===== config.mk =====
export PLATFORM = sky130hd
export DESIGN_NAME = dpp_front
export DESIGN_NICKNAME = d
export VERILOG_FILES = /design/src/rtl/core/assert_macros.svh /design/src/rtl/core/dpp_pkg.sv /design/src/rtl/core/dpp_front.sv
export SDC_FILE = /design/constraint.sdc
export NUM_CORES = 1
export LEC_CHECK = 0
export BUFFER_PORTS_ARGS = -buffer_cell sky130_fd_sc_hd__clkbuf_2
export CORE_MARGIN = 5
export CORE_UTILIZATION = 30
export DETAILED_ROUTE_END_ITERATION = 10
export PLACE_DENSITY_LB_ADDON = 0.1
export SYNTH_ARGS = -nofsm -noshare
export SYNTH_HDL_FRONTEND = slang
export SYNTH_SLANG_ARGS = --single-unit

===== constraint.sdc =====
create_clock -name clk_i -period 4.18 [get_ports clk_i]
set_input_delay 0.627 -clock clk_i [delete_from_list [all_inputs] [get_ports clk_i]]
set_output_delay 0.627 -clock clk_i [all_outputs]
set_load 0.005 [all_outputs]

===== src/rtl/core/assert_macros.svh =====
// Assertion macros shared by the RTL of the dew point unit.
// Included by files that carry concurrent checks; depends on nothing.
`ifndef ASSERT_MACROS_SVH
`define ASSERT_MACROS_SVH
`ifndef SYNTHESIS
// Checks that an implication holds on every clock edge outside reset.
`define ASSERT_PROP(label, clk, rstn, prop) \
  label: assert property (@(posedge clk) disable iff (!rstn) prop) \
    else $error("assertion failed");
// Checks that a condition never occurs outside reset.
`define ASSERT_NEVER(label, clk, rstn, cond) \
  label: assert property (@(posedge clk) disable iff (!rstn) !(cond)) \
    else $error("forbidden condition");
`else
`define ASSERT_PROP(label, clk, rstn, prop)
`define ASSERT_NEVER(label, clk, rstn, cond)
`endif
`endif


===== src/rtl/core/dpp_pkg.sv =====
// Types, constants and the log2 table function of the dew point unit.
// Used by every module of the unit except dpp_div; depends on nothing.
package dpp_pkg;

  // Input sample.
  typedef struct packed {
    logic signed [14:0] temperature_centi;
    logic [13:0]        humidity_centi;
    logic [16:0]        pressure_pa;
  } dpp_in_t;

  // Result.
  typedef struct packed {
    logic signed [15:0] dew_point_centi;
    logic               dew_point_valid;
    logic               temperature_ok;
    logic               humidity_ok;
    logic               pressure_ok;
    logic               all_plausible;
  } dpp_out_t;

  // Classification of one item, decided at the front.
  typedef struct packed {
    logic valid;
    logic t_ok;
    logic h_ok;
    logic p_ok;
    logic all_ok;
  } dpp_flags_t;

  // Entry of the queue between front and back.
  typedef struct packed {
    logic signed [14:0] temperature_centi;
    logic [13:0]        humidity_centi;
    dpp_flags_t         flags;
  } dpp_item_t;

  // Side data carried through the first divider.
  typedef struct packed {
    logic signed [20:0] ln;
    logic               neg;
    dpp_flags_t         flags;
  } dpp_tag1_t;

  // Side data carried through the second divider.
  typedef struct packed {
    logic       bad;
    logic       aneg;
    dpp_flags_t flags;
  } dpp_tag2_t;

  // Queue between front and back.
  localparam int QUEUE_DEPTH = 4;
  localparam int QPTR_W = $clog2(QUEUE_DEPTH);
  localparam int QCNT_W = $clog2(QUEUE_DEPTH + 1);

  // Range checks.
  localparam logic signed [14:0] T_MIN = -15'sd4000;
  localparam logic signed [14:0] T_MAX = 15'sd8500;
  localparam logic [13:0] H_MAX = 14'd10000;
  localparam logic [16:0] P_MIN = 17'd30000;
  localparam logic [16:0] P_MAX = 17'd110000;

  // Magnus constants in fixed point.
  localparam logic [25:0] MAG_A = 26'd1727;
  localparam logic [16:0] MAG_B_CENTI = 17'd23770;
  localparam logic [21:0] CENTI_SCALE = 22'd100;
  localparam logic [51:0] LN2_Q32 = 52'd2977044472;
  localparam logic signed [20:0] LN_10000_Q16 = 21'sd603610;
  localparam logic signed [31:0] DEN_OFS = 32'sd113180672;
  localparam logic [44:0] NUM_SCALE = 45'd2377000;
  localparam logic signed [16:0] DEW_LOW = -17'sd23770;
  localparam logic signed [16:0] DEW_HIGH = 17'sd15000;

  // log2(1 + i/2^bits) in Q16, by truncating squaring steps in Q30.
  function automatic logic [16:0] log2_point(input int unsigned i, input int unsigned bits);
    logic [63:0] y;
    logic [16:0] r;
    r = '0;
    if (i >= (32'd1 << bits)) begin
      return 17'd65536;
    end
    y = (64'd1 << 30) + (64'(i) << (30 - bits));
    for (int k = 15; k >= 0; k--) begin
      y = (y * y) >> 30;
      if (y >= (64'd1 << 31)) begin
        y = y >> 1;
        r = r | (17'd1 << k);
      end
    end
    return r;
  endfunction

endpackage


===== src/rtl/core/dpp_front.sv =====
// Front of the dew point unit: accepts samples, runs the range checks and
// holds classified items in a short queue. Depends on dpp_pkg.
module dpp_front (
  input  logic                clk_i,
  input  logic                rst_ni,
  input  logic                push,
  output logic                full,
  input  dpp_pkg::dpp_in_t    sample_i,
  input  logic                deq_i,
  output logic                q_valid_o,
  output dpp_pkg::dpp_item_t  q_item_o
);

  dpp_pkg::dpp_item_t                 item_d;
  dpp_pkg::dpp_item_t                 mem_q [dpp_pkg::QUEUE_DEPTH];
  logic [dpp_pkg::QPTR_W-1:0]         wr_ptr_q;
  logic [dpp_pkg::QPTR_W-1:0]         rd_ptr_q;
  logic [dpp_pkg::QCNT_W-1:0]         cnt_q;
  logic                               push_ok;

  // Classify the sample with the datasheet range checks.
  always_comb begin
    item_d.temperature_centi = sample_i.temperature_centi;
    item_d.humidity_centi    = sample_i.humidity_centi;
    item_d.flags.valid = (sample_i.humidity_centi != '0);
    item_d.flags.t_ok  = (sample_i.temperature_centi >= dpp_pkg::T_MIN) &&
                         (sample_i.temperature_centi <= dpp_pkg::T_MAX);
    item_d.flags.h_ok  = (sample_i.humidity_centi <= dpp_pkg::H_MAX);
    item_d.flags.p_ok  = (sample_i.pressure_pa >= dpp_pkg::P_MIN) &&
                         (sample_i.pressure_pa <= dpp_pkg::P_MAX);
    item_d.flags.all_ok = item_d.flags.t_ok && item_d.flags.h_ok && item_d.flags.p_ok;
  end

  assign full      = (cnt_q == dpp_pkg::QCNT_W'(dpp_pkg::QUEUE_DEPTH));
  assign push_ok   = push && !full;
  assign q_valid_o = (cnt_q != '0);
  assign q_item_o  = mem_q[rd_ptr_q];

  // Queue storage.
  always_ff @(posedge clk_i) begin
    if (push_ok) begin
      mem_q[wr_ptr_q] <= item_d;
    end
  end

  // Queue pointers and fill count.
  always_ff @(posedge clk_i or negedge rst_ni) begin
    if (!rst_ni) begin
      wr_ptr_q <= '0;
      rd_ptr_q <= '0;
      cnt_q    <= '0;
    end else begin
      if (push_ok) begin
        wr_ptr_q <= wr_ptr_q + dpp_pkg::QPTR_W'(1);
      end
      if (deq_i) begin
        rd_ptr_q <= rd_ptr_q + dpp_pkg::QPTR_W'(1);
      end
      if (push_ok && !deq_i) begin
        cnt_q <= cnt_q + dpp_pkg::QCNT_W'(1);
      end else if (!push_ok && deq_i) begin
        cnt_q <= cnt_q - dpp_pkg::QCNT_W'(1);
      end
    end
  end

endmodule


=== Yosys cells after proc, flatten, opt, wreduce, memory -nomap -nowiden ===
Memories as Yosys holds them, arrays and structs flattened.
Index checks and enable logic that the tools add are counted.

* Word-level logic and storage cells: 31
* Output and inout port bits: 36
* Flip-flop bits (word level): 7
* Memory bits (writable): 136
* Bits of input ports: 50
* Bits in read-only memories: 0
* Memories: 1
* Latch bits: 0

* Magnitude comparators: 5
* Multiplexer cells: 4
* Add/subtract/negate cells: 4
* Divide/modulo/power cells: 0
* $mul: 0
* Equality and inequality tests: 1
* Bitwise operators: 0
* Shift-type cells: 0
* Reductions and logical operators: 13

{| class="wikitable"
|+ Memories
! memory !! depth !! width !! rd ports !! clocked after memory_dff !! wr ports !! RTL line !! text
|-
| mem_q || 4 || 34 || 1 || 0 || 1 || dpp_front.sv:15 || <nowiki>dpp_pkg::dpp_item_t mem_q [dpp_pkg::QUEUE_DEPTH];</nowiki>
|}

{| class="wikitable"
|+ Operator list
! kind !! number
|-
| 17-bit by 15-bit >= comparator with 1-bit output (second input constant) || 1
|-
| 17-bit <= comparator (second input constant) || 1
|-
| 15-bit by 13-bit >= comparator with 1-bit output (second input constant) || 1
|-
| 15-bit <= comparator (second input constant) || 1
|-
| 14-bit <= comparator (second input constant) || 1
|-
| 14-bit nonzero test || 1
|-
| 1-bit logical AND || 7
|-
| 3-bit two-way mux || 2
|-
| 2-bit by 1-bit adder with 2-bit output (second input constant) || 2
|-
| 3-bit by 1-bit adder with 3-bit output (second input constant) || 1
|-
| 3-bit equality test (second input constant) || 1
|-
| 1-bit logical NOT || 3
|-
| 3-bit nonzero test || 1
|-
| 3-bit by 1-bit subtractor with 3-bit output (second input constant) || 1
|-
| 1-bit two-way mux || 2
|-
| 2-bit nonzero test || 1
|}

=== Depth between registers and ports, before layout ===
Gate-level depths: netlist of the first run.

* Depth in word-level cells: 7
* Gate-level depth with buffers: 9
* Depth with buffers taken out: 8

=== Least setup slack after synthesis of the first run ===
OpenSTA, ideal clock, no wires.

* Path type: in2reg
* Start point: input port push
* End point: memory mem_q[0][0] in the netlist's numbering (enable)
* Library setup time: 0.394 ns
* Stages: 3
* Data arrival time: 1.834 ns
* Path slack: 1.952 ns
* Required time: 3.786 ns
* Buffers on the path: 1
* Path through: nor2b_1 clkbuf_1 and2_1

* Longest elaborated chain between the ends: 3

{| class="wikitable"
|+ RTL lines
! item !! RTL line !! text
|-
| start, declared || dpp_front.sv:6 || <nowiki>input logic push,</nowiki>
|-
| 1-bit logical AND || dpp_front.sv:35 || <nowiki>assign push_ok = push && !full;</nowiki>
|-
| named net push_ok || dpp_front.sv:19 || <nowiki>logic push_ok;</nowiki>
|-
| 1-bit two-way mux || dpp_front.sv:41 || <nowiki>if (push_ok) begin</nowiki>
|-
| 1-bit two-way mux (not written as such) || dpp_front.sv:42 || <nowiki>mem_q[wr_ptr_q] <= item_d;</nowiki>
|-
| end, declared || dpp_front.sv:15 ||
|}

The timed path passes the listed nets, and every way through them passes these cells.

==> run_results.csv, run 1 <==
group,metric,value,unit
cells_and_area,stdcell_area,6840,µm²
place,numPortBuffers,85,
sta,period_needed,2.80,ns
clock_tree,tritoncts,"done",
clock_tree,cts.sinks,143,
cells_and_area,n_fill_cell,1681,
synthesis,ys_seq_area_share,76.5,%
critical_path,critPathArrivalTime,2.18,ns
drt,dr.pass1.iters,6,
cells_and_area,ff_latch_area,4260,µm²
drt,viasPerCell,4.68,
global_route,overflow,0,
sta,report.final.slew_viol_count,0,
cells_and_area,mostFrequentLayoutCells,"edfxtp_1 (136), clkbuf_2 (85), mux4_2 (34)",
clock_tree,htree_levels,4,
critical_path,crit_path_end_kind,"output pin",
drt,wl_per_cell,19.5,µm
power,powerDensity,683,nW/µm²
clock_tree,clk_pin_slew,0.06,ns
floorplan,initial_core_util,30.8,%
cells_and_area,layout-area-overhead-vs-synth,22.8,%
synthesis,synth_edf_count,136,
drt,drc,0,
global_route,grt_pass1_wl,18700,µm
cells_and_area,nNetsFinal,415,
synthesis,yosys_warnings,0,
floorplan,die_w,146,µm
drt,drt-total-wl,11700,µm
floorplan,pin_count,86,
global_route,antenna_found_initial,0,
critical_path,cp.required,3.55,ns
sta,max_clock_freq,0.357,GHz
power,vdd_drop_max,0.383,mV
run,drv_cap,0,
place,dp_hpwl,7340,µm
place,postPlaceCellArea,6280,µm²
floorplan,die_y,146,µm
global_route,grt_pass1_vias,3204,
cells_and_area,multi_input_area,1250,µm²
synthesis,ys_seq_elements,143,
clock_tree,cts_made_buffers,17,
cells_and_area,antennaDiodeCount,0,
clock_tree,cts_hold_buf,0,
synthesis,synth_cell_types,36,
place,gp_congestion,0.680,
global_route,grt_usage,11.7,%
clock_tree,max-clock-path-buffers,2,
sta,setup_tns,0,ns
sta,finalClockSkew,0.00577,ns
drt,vias,2810,
critical_path,r2r_slack,1.87,ns
sta,timing_worst_slew_pin_value,1.05,ns
clock_tree,clockRootBuffer,"clkbuf_16",
synthesis,synthCells,262,
global_route,grt_max_degree,35,
floorplan,die-area,21400,µm²
floorplan,core.rowCount,49,
sta,period_share,67.1,%
clock_tree,cts-resized-gates,0,
synthesis,synth-async-reset-ratio,4.90,%
sta,relSlewSlack,30.2,%
critical_path,worstReg2RegStart,"cnt_q[2]$_DFFE_PN0P_",
floorplan,core,18100,µm²
drt,ant_nets,0,
drt,drtIter0Drc,100,
outcome,status,"complete, no violations",
cells_and_area,drive_gt1_share,41.4,%
critical_path,r2r-end,"mem_q[2][17]$_DFFE_PP_",
critical_path,r2r_cells,3,
clock_tree,clkLatencyLatePin,0.41,ns
power,p_leak,2.38,nW
hold_path,hp-class,"input pin to asynchronous set/reset pin",
clock_tree,cts_setup_buffers,0,
synthesis,synth_fp_nets,318,
critical_path,path_class,"flip-flop to output pin",
synthesis,synth_area_per_cell,21.2,µm²
critical_path,path_max_fanout,19,
sta,finalHoldViolCount,0,
synthesis,syn-cell-area,5570,µm²
sta,rsz0062_at_grt,"false",
synthesis,ys.flop_type,"edfxtp_1",
cells_and_area,final_common_cell,"edfxtp_1",
critical_path,crit_path_start_kind,"flip-flop",
sta,setup_viol,0,
==> final cells by class <==
class                      instances  area share, %
multi-input combinational        105           18.3
tap                              229           4.19
inverter                           5          0.275
sequential                       143           62.3
timing repair buffer              87           6.81
clock buffer                      25           6.81
clock inverter                     7           1.28
==> flip-flops by register name (all words and copies together), names as in the netlist <==
register and flops:
cnt_q 3, mem_q 136, rd_ptr_q 2, wr_ptr_q 2
==> per-layer routing <==
layer	global-route usage, %	wire [µm]	vias up
met5	0	0	-
met4	4.37	157	0
met3	4.21	747	13
met2	18.4	5680	76
met1	14.8	5160	1439
li1	-	-	1282
==> critical path, cell delays in order, from the launching register on <==
cell,delay (ns)
dfrtp_2,0.77
buf_12,0.29
mux4_2,0.56
clkbuf_2,0.14
==> synth_stat cells (all sizes together), types with 2 or more instances <==
master	instances	area share [%]
nor2	8	0.54
edfxtp	136	73
nand3	3	0.27
nor3	3	0.27
a31oi	3	0.45
and2	4	0.45
dfrtp	7	3.1
or3	3	0.34
mux4	34	14
nand2b	2	0.22
xnor2	3	0.47
o21ai	2	0.18
clkbuf	3	0.20
inv	5	0.34
ha	5	1.1
nand4	3	0.34
xor2	3	0.47
buf	6	0.52
nand2	8	0.54
a21oi	4	0.36
o21a	2	0.27
nor4	4	0.56
==> where the power goes <==
group	internal (mW)	total [mW]	switching (mW)
clock network	0.890	1.42	0.532
registers	1.90	2.07	0.166
logic	0.605	1.18	0.575
==> worst max path at each step <==
stage,endpoint,from,slack [ns],cells after the start
2_1_floorplan,mem_q[0][0]$_DFFE_PP_,push,1.95,3
3_3_place_gp,mem_q[0][17]$_DFFE_PP_,push,1.70,3
3_5_place_dp,mem_q[2][17]$_DFFE_PP_,push,1.61,3
4_1_cts,q_item_o[10],rd_ptr_q[0]$_DFFE_PN0P_,1.30,3
5_1_grt,q_item_o[10],rd_ptr_q[0]$_DFFE_PN0P_,1.19,3
6_report,q_item_o[10],rd_ptr_q[0]$_DFFE_PN0P_,1.38,3
==> kinds of logic after synthesis <==
family          Yosys count  synth area share, %
flops                   143                 76.5
buf+inv                  14                 1.06
mux                      35                 14.0
fa+ha+maj                 6                 1.48
simple gates             42                 4.05
compound gates           16                 1.98
xor+xnor                  6                0.944
==> metrics by stage <==
| stage | power (mW) | setup slack (ns) | util [%] | cells | hold slack (ns) |
|---|---|---|---|---|---|
| after global placement | 3.33 | 1.70 | 34.7 | 569 | 0.468 |
| after detailed placement | 3.34 | 1.61 | 34.7 | 569 | 0.475 |
| final | 4.67 | 1.38 | 37.8 | 601 | 0.0654 |
| after global routing | 4.96 | 1.19 | 37.8 | 601 | 0.0566 |
| after CTS | 4.77 | 1.30 | 37.8 | 601 | 0.0480 |
| after floorplan | 2.76 | 1.95 | - | 262 | 0.331 |
No activity file was read; power rests on OpenSTA's default activity.
==> inputs of run 2 (changes only) <==
- ABC_AREA: default -> 1
- clock period: 4.18 -> 2.5 ns (I/O delays scaled with it)
==> run 2 against run 1 <==
Global-route usage grew 1.3 points. Largest cell class unchanged. Cell area grew 8.4%. Critical endpoint is now q_item_o[2]. Worst hold slack gained 0.13 ns.
==> run_results.csv, run 2 <==
group,metric,value,unit
clock_tree,cts_setup_buffers,0,
floorplan,die-area,22600,µm²
critical_path,startpoint,"rd_ptr_q[0]$_DFFE_PN0P_",
outcome,status,"complete, no violations",
place,postPlaceCellArea,6730,µm²
place,gp_congestion,0.742,
synthesis,ys_seq_elements,143,
drt,drc,0,
clock_tree,cts.sinks,143,
floorplan,die_w,150,µm
clock_tree,clockRootBuffer,"clkbuf_16",
synthesis,yosysTopAreaCell,"edfxtp_1",
synthesis,syn-cell-area,5900,µm²
global_route,grt_max_degree,71,
clock_tree,clk_pin_slew,0.06,ns
clock_tree,clkLatencyLatePin,0.41,ns
cells_and_area,stdcell_area,7410,µm²
critical_path,critPathArrivalTime,1.84,ns
sta,finalClockSkew,0.00476,ns
global_route,antenna_found_initial,0,
global_route,overflow,0,
sta,relSlewSlack,72.8,%
critical_path,worstReg2RegStart,"cnt_q[2]$_DFFE_PN0P_",
floorplan,pin_count,86,
critical_path,crit_path_start_kind,"flip-flop",
synthesis,ys_top_cells_by_area,"edfxtp_1 (69%), nor2_1 (6.0%), o21ai_0 (4.3%), o22ai_1 (3.6%), dfrtp_1 (3.0%)",
cells_and_area,ff_latch_area,4260,µm²
synthesis,synth.top_cell.area_share,69.2,%
cells_and_area,drive_gt1_share,24.2,%
cells_and_area,multi_input_area,1430,µm²
hold_path,hp-class,"input pin to flip-flop",
synthesis,synth_top_family_by_area,"simple AND/OR/NAND/NOR gates",
critical_path,crit_path_end_kind,"output pin",
sta,report.final.slew_viol_count,0,
clock_tree,tritoncts,"done",
floorplan,initial_core_util,30.4,%
drt,ant_nets,0,
power,powerDensity,1200,nW/µm²
power,vdd_drop_max,0.736,mV
drt,wl_per_cell,16.4,µm
sta,timing.hold.ws,0.195,ns
sta,finalHoldViolCount,0,
power,fin_total_pwr,8.92,mW
cells_and_area,largest_register_ffs,136,
cells_and_area,mostFrequentLayoutCells,"edfxtp_1 (136), nor2_1 (91), clkbuf_2 (85)",
critical_path,r2r_cells,9,
synthesis,synth_fp_nets,532,
synthesis,synth-async-reset-ratio,4.90,%
place,placed_cells,818,
synthesis,synth_xor_area_share,0.742,%
critical_path,r2r_slack,0.54,ns
synthesis,synthCells,476,
sta,max_clock_freq,0.452,GHz
place,pre_cts_ws,0.539,ns
drt,drtIter0Drc,200,
global_route,grt_pass1_vias,3920,
synthesis,synth-compound-area-share,10.3,%
synthesis,ys_seq_area_share,72.2,%
synthesis,synth_cell_types,32,
synthesis,synth_edf_count,136,
global_route,grt_pass1_wl,21900,µm
sta,period_share,88.4,%
power,p_leak,2.74,nW
place,numPortBuffers,85,
critical_path,path_max_fanout,26,
cells_and_area,antennaDiodeCount,0,
critical_path,endpoint,"q_item_o[2]",
synthesis,synth_commonest_cells,"edfxtp_1 (136), nor2_1 (95), o21ai_0 (51)",
place,dp_hpwl,8650,µm
floorplan,core.rowCount,51,
sta,setup_tns,0,ns
critical_path,cp.required,2.12,ns
synthesis,ys.flop_type,"edfxtp_1",
synthesis,synth_fa_ha_area_share,1.40,%
clock_tree,htree_levels,4,
floorplan,core,19400,µm²
cells_and_area,final_util,38.2,%
cells_and_area,final_common_cell,"edfxtp_1",
run,drv_cap,0,
cells_and_area,reg_top3,"mem_q (136), cnt_q (3)",
sta,rsz0062_at_grt,"false",
drt,dr.pass1.iters,4,
clock_tree,max-clock-path-buffers,2,
synthesis,synthMuxAreaShare,0.191,%
drt,vias,3866,
critical_path,path_class,"flip-flop to output pin",
sta,setup_viol,0,
sta,timing_worst_slew_pin_value,0.408,ns
cells_and_area,top_register,"mem_q",
sta,setup_slack,0.289,ns
clock_tree,cts_made_buffers,17,
cells_and_area,nNetsFinal,629,
critical_path,r2r-end,"cnt_q[2]$_DFFE_PN0P_",
cells_and_area,layout-area-overhead-vs-synth,25.6,%
cells_and_area,final-instance-count-excl-fill,851,
synthesis,yosys.cell_count.top_type,"edfxtp_1",
floorplan,die_y,150,µm
synthesis,synth_area_per_cell,12.4,µm²
synthesis,yosys_warnings,0,
drt,viasPerCell,4.54,
cells_and_area,n_fill_cell,1934,
global_route,grt_usage,12.9,%
synthesis,synth_simple_gate_area_share,11.0,%
drt,drt-total-wl,14000,µm
sta,period_needed,2.21,ns
-- run 2: where the power goes --
part | total (mW) | switching (mW) | internal, mW
Sequential | 3.31 | 0.138 | 3.17
Clock | 2.87 | 0.916 | 1.95
Combinational | 2.75 | 1.74 | 1.01
-- run 2: cell type report --
cell class	count	area share, %
Clock inverter	15	3.33
Sequential cell	143	57.5
Tap cell	265	4.48
Clock buffer	17	5.74
Timing Repair Buffer	99	8.04
Inverter	33	1.67
Multi-Input combinational cell	279	19.2
-- run 2: worst min path at each step --
stage | from | to | slack [ns] | cells after the start
finish | sample_i[18] | mem_q[2][6]$_DFFE_PP_ | 0.20 | 1
global placement | rst_ni | cnt_q[0]$_DFFE_PN0P_ | 0.23 | 1
floorplan | rst_ni | cnt_q[0]$_DFFE_PN0P_ | 0.08 | 0
CTS | sample_i[18] | mem_q[2][6]$_DFFE_PP_ | 0.18 | 1
detailed placement | rst_ni | cnt_q[0]$_DFFE_PN0P_ | 0.23 | 1
global route | sample_i[18] | mem_q[2][6]$_DFFE_PP_ | 0.18 | 1
-- run 2: cells by family (layout without fill, tap and decap cells) --
logic type,Yosys count,after routing
AOI/OAI and AO/OA,112,112
xor gates and xnor gates,5,5
adders and majority gates,6,6
buffers and inverters,54,164
DFF,143,143
muxes,1,1
and+or+nand+nor,155,155
-- run 2: what timing repair did --
action                    in CTS  in global routing
hold endpoints to repair       7                  0
hold buffers                   1                  0
resized for setup              0                  0
-- run 2: critical path, cell delays in order, from the launching register on --
cell	delay (ns)
dfrtp_2	0.43
inv_2	0.32
buf_12	0.23
nor2_1	0.06
o22ai_1	0.23
clkbuf_2	0.16
-- run 2: routing by layer --
layer  vias up  GRT usage [%]  part of all wire (%)
met3         9           4.12                   4.7
met4         0           3.43                  0.92
met5         -              0                     0
met1      1874           17.0                    46
li1       1906              -                     -
met2        77           20.7                    48
==> inputs of run 3 (changes only) <==
--- a/config.mk
+++ b/config.mk
@@ -9,2 +9,3 @@
 export BUFFER_PORTS_ARGS = -buffer_cell sky130_fd_sc_hd__clkbuf_2
+export CAP_MARGIN = 10
 export CORE_MARGIN = 5
==> constraint.sdc (replaced) <==
create_clock -name clk_i -period 2.5 [get_ports clk_i]
set_input_delay 0.5 -clock clk_i [delete_from_list [all_inputs] [get_ports clk_i]]
set_output_delay 0.5 -clock clk_i [all_outputs]
set_load 0.005 [all_outputs]
==> run 3 against run 2 <==
Non-clock buffer count unchanged. Via count down 0.16%. Sequential power about the same. Worst hold slack better by 0.11 ns. Sequential share of layout area up 0.35 points. Register-to-register slack better by 0.09 ns. Cell count unchanged. Utilization down 0.23 points. Clock-buffer cell count up 2. Global-route usage down 0.46 points. Setup slack worse by 0.12 ns. Critical path type unchanged. Critical endpoint unchanged. Largest cell class unchanged. Largest power group unchanged.
==> run_results.csv, run 3 (synthesized netlist as in run 2, its figures left out) <==
group,metric,value,unit
sta,timing.hold.ws,0.309,ns
place,pre_cts_ws,0.524,ns
sta,setup_tns,0,ns
run,drv_cap,0,
hold_path,worstHoldStart,"deq_i",
sta,setup_slack,0.173,ns
cells_and_area,ff_latch_area,4260,µm²
clock_tree,cts_made_buffers,17,
power,p_switching,2.78,mW
sta,setup_viol,0,
cells_and_area,top_register,"mem_q",
critical_path,path_max_fanout,26,
global_route,grt_pass1_vias,3877,
clock_tree,htree_levels,4,
hold_path,hp-class,"input pin to flip-flop",
sta,max_clock_freq,0.430,GHz
floorplan,die_y,150,µm
sta,report.final.slew_viol_count,0,
global_route,grt_pass1_wl,21100,µm
critical_path,cp.required,2.00,ns
global_route,grt_max_degree,71,
critical_path,crit_slowest_cell,"dfrtp_2",
critical_path,r2r-end,"cnt_q[1]$_DFFE_PN0P_",
drt,wl_per_cell,15.9,µm
cells_and_area,multi_input_area,1430,µm²
drt,dr.pass1.iters,4,
critical_path,crit_path_end_kind,"output pin",
floorplan,pin_count,86,
cells_and_area,antennaDiodeCount,0,
clock_tree,max-clock-path-buffers,2,
cells_and_area,drive_gt1_share,23.9,%
hold_path,worstHoldPathCells,2,
power,seq_power_share,37.9,%
critical_path,worstReg2RegStart,"cnt_q[1]$_DFFE_PN0P_",
place,numPortBuffers,85,
drt,drtIter0Drc,196,
floorplan,die-area,22600,µm²
cells_and_area,layout-area-overhead-vs-synth,24.8,%
power,p_leak,2.71,nW
power,p_clk_share,30.7,%
cells_and_area,final_common_cell,"edfxtp_1",
critical_path,crit_family,"buffers and inverters",
clock_tree,cts.sinks,143,
critical_path,crit_path_start_kind,"flip-flop",
cells_and_area,n_fill_cell,1915,
global_route,antenna_found_initial,0,
sta,finalHoldViolCount,0,
floorplan,core,19400,µm²
sta,relSlewSlack,73.9,%
critical_path,worst-path-buf-inv,3,
place,gp_congestion,0.699,
clock_tree,clk_pin_slew,0.06,ns
power,vdd_drop_max,0.487,mV
power,powerDensity,1180,nW/µm²
clock_tree,clockRootBuffer,"clkbuf_16",
critical_path,critPathArrivalTime,1.83,ns
critical_path,path_class,"flip-flop to output pin",
drt,drc,0,
floorplan,die_w,150,µm
power,switching_share,31.9,%
hold_path,hold_path_end,"rd_ptr_q[0]$_DFFE_PN0P_",
sta,finalClockSkew,0.0161,ns
floorplan,core.rowCount,51,
floorplan,initial_core_util,30.4,%
cells_and_area,largest_register_ffs,136,
clock_tree,tritoncts,"done",
outcome,status,"complete, no violations",
cells_and_area,mostFrequentLayoutCells,"edfxtp_1 (136), nor2_1 (91), clkbuf_2 (85)",
power,comb_power_share,31.4,%
sta,timing_worst_slew_pin_value,0.392,ns
clock_tree,clkLatencyLatePin,0.42,ns
global_route,overflow,0,
power,p_int,5.93,mW
cells_and_area,reg_top3,"mem_q (136), cnt_q (3)",
critical_path,r2r_slack,0.63,ns
cells_and_area,nNetsFinal,629,
place,dp_hpwl,8370,µm
critical_path,cp_cell_sequence,"inv_2 > buf_12 > nor2_1 > o22ai_1 > clkbuf_2",
drt,viasPerCell,4.54,
power,fin_total_pwr,8.71,mW
sta,rsz0062_at_grt,"false",
critical_path,r2r_cells,6,
global_route,grt_usage,12.5,%
drt,vias,3860,
drt,ant_nets,0,
sta,period_needed,2.33,ns
sta,period_share,93.1,%
critical_path,critical_path.max_stage_delay,0.42,ns
drt,drt-total-wl,13500,µm
-- run 3: changes by cell type in the layout (fill, tap and decap cells not counted) --
cell	change
clkinv_4	+2
clkinv_2	-2
clkbuf_1	+2
bufinv_16	-2
-- run 3: worst max path at each step --
stage / start / end / slack (ns) / cells after the start
floorplan: push / mem_q[1][0]$_DFFE_PP_ / -0.16 / 4
global placement: push / cnt_q[2]$_DFFE_PN0P_ / 0.53 / 9
detailed placement: push / cnt_q[2]$_DFFE_PN0P_ / 0.52 / 9
CTS: rd_ptr_q[0]$_DFFE_PN0P_ / q_item_o[33] / 0.13 / 5
global route: rd_ptr_q[0]$_DFFE_PN0P_ / q_item_o[33] / 0.07 / 5
finish: rd_ptr_q[0]$_DFFE_PN0P_ / q_item_o[2] / 0.17 / 5
-- run 3: cell type report --
type / instances / share of cell area, %
inverters: 33 / 1.68
clock buffers: 19 / 5.88
multi-input cells: 279 / 19.4
repair buffers: 99 / 8.09
well taps: 265 / 4.50
flip-flops and latches: 143 / 57.9
clock inverters: 13 / 2.63
-- run 3: power by group through the flow --
stage                     registers [mW]  clock network, mW  logic, mW
after floorplan                     3.34                  0       1.56
after global placement              3.35                  0       2.81
after detailed placement            3.35                  0       2.84
after CTS                           3.30               2.74       2.85
after global routing                3.34               2.85       3.07
final                               3.30               2.67       2.74
-- run 3: stage by stage --
step	instance area, µm²	utilization, %	instances
after global placement	6730	34.7	818
after detailed placement	6730	34.7	818
final	7360	38.0	851
after CTS	7360	38.0	851
after floorplan	5900	-	476
after global routing	7360	38.0	851
-- run 3: what timing repair did --
action,4_1_cts,5_1_grt
hold buffers,1,0
resized for setup,0,0
setup buffers,0,0
hold endpoints to repair,7,0
-- run 3: layer usage --
layer  share of wire [%]  up-vias  routed length [µm]  GRT usage [%]
met5                   0        -                   0              0
met4                0.72        0                  97           4.12
met3                 4.2        8                 568           3.55
met2                  49       76                6700           20.5
met1                  46     1869                6180           15.9
li1                    -     1907                   -              -
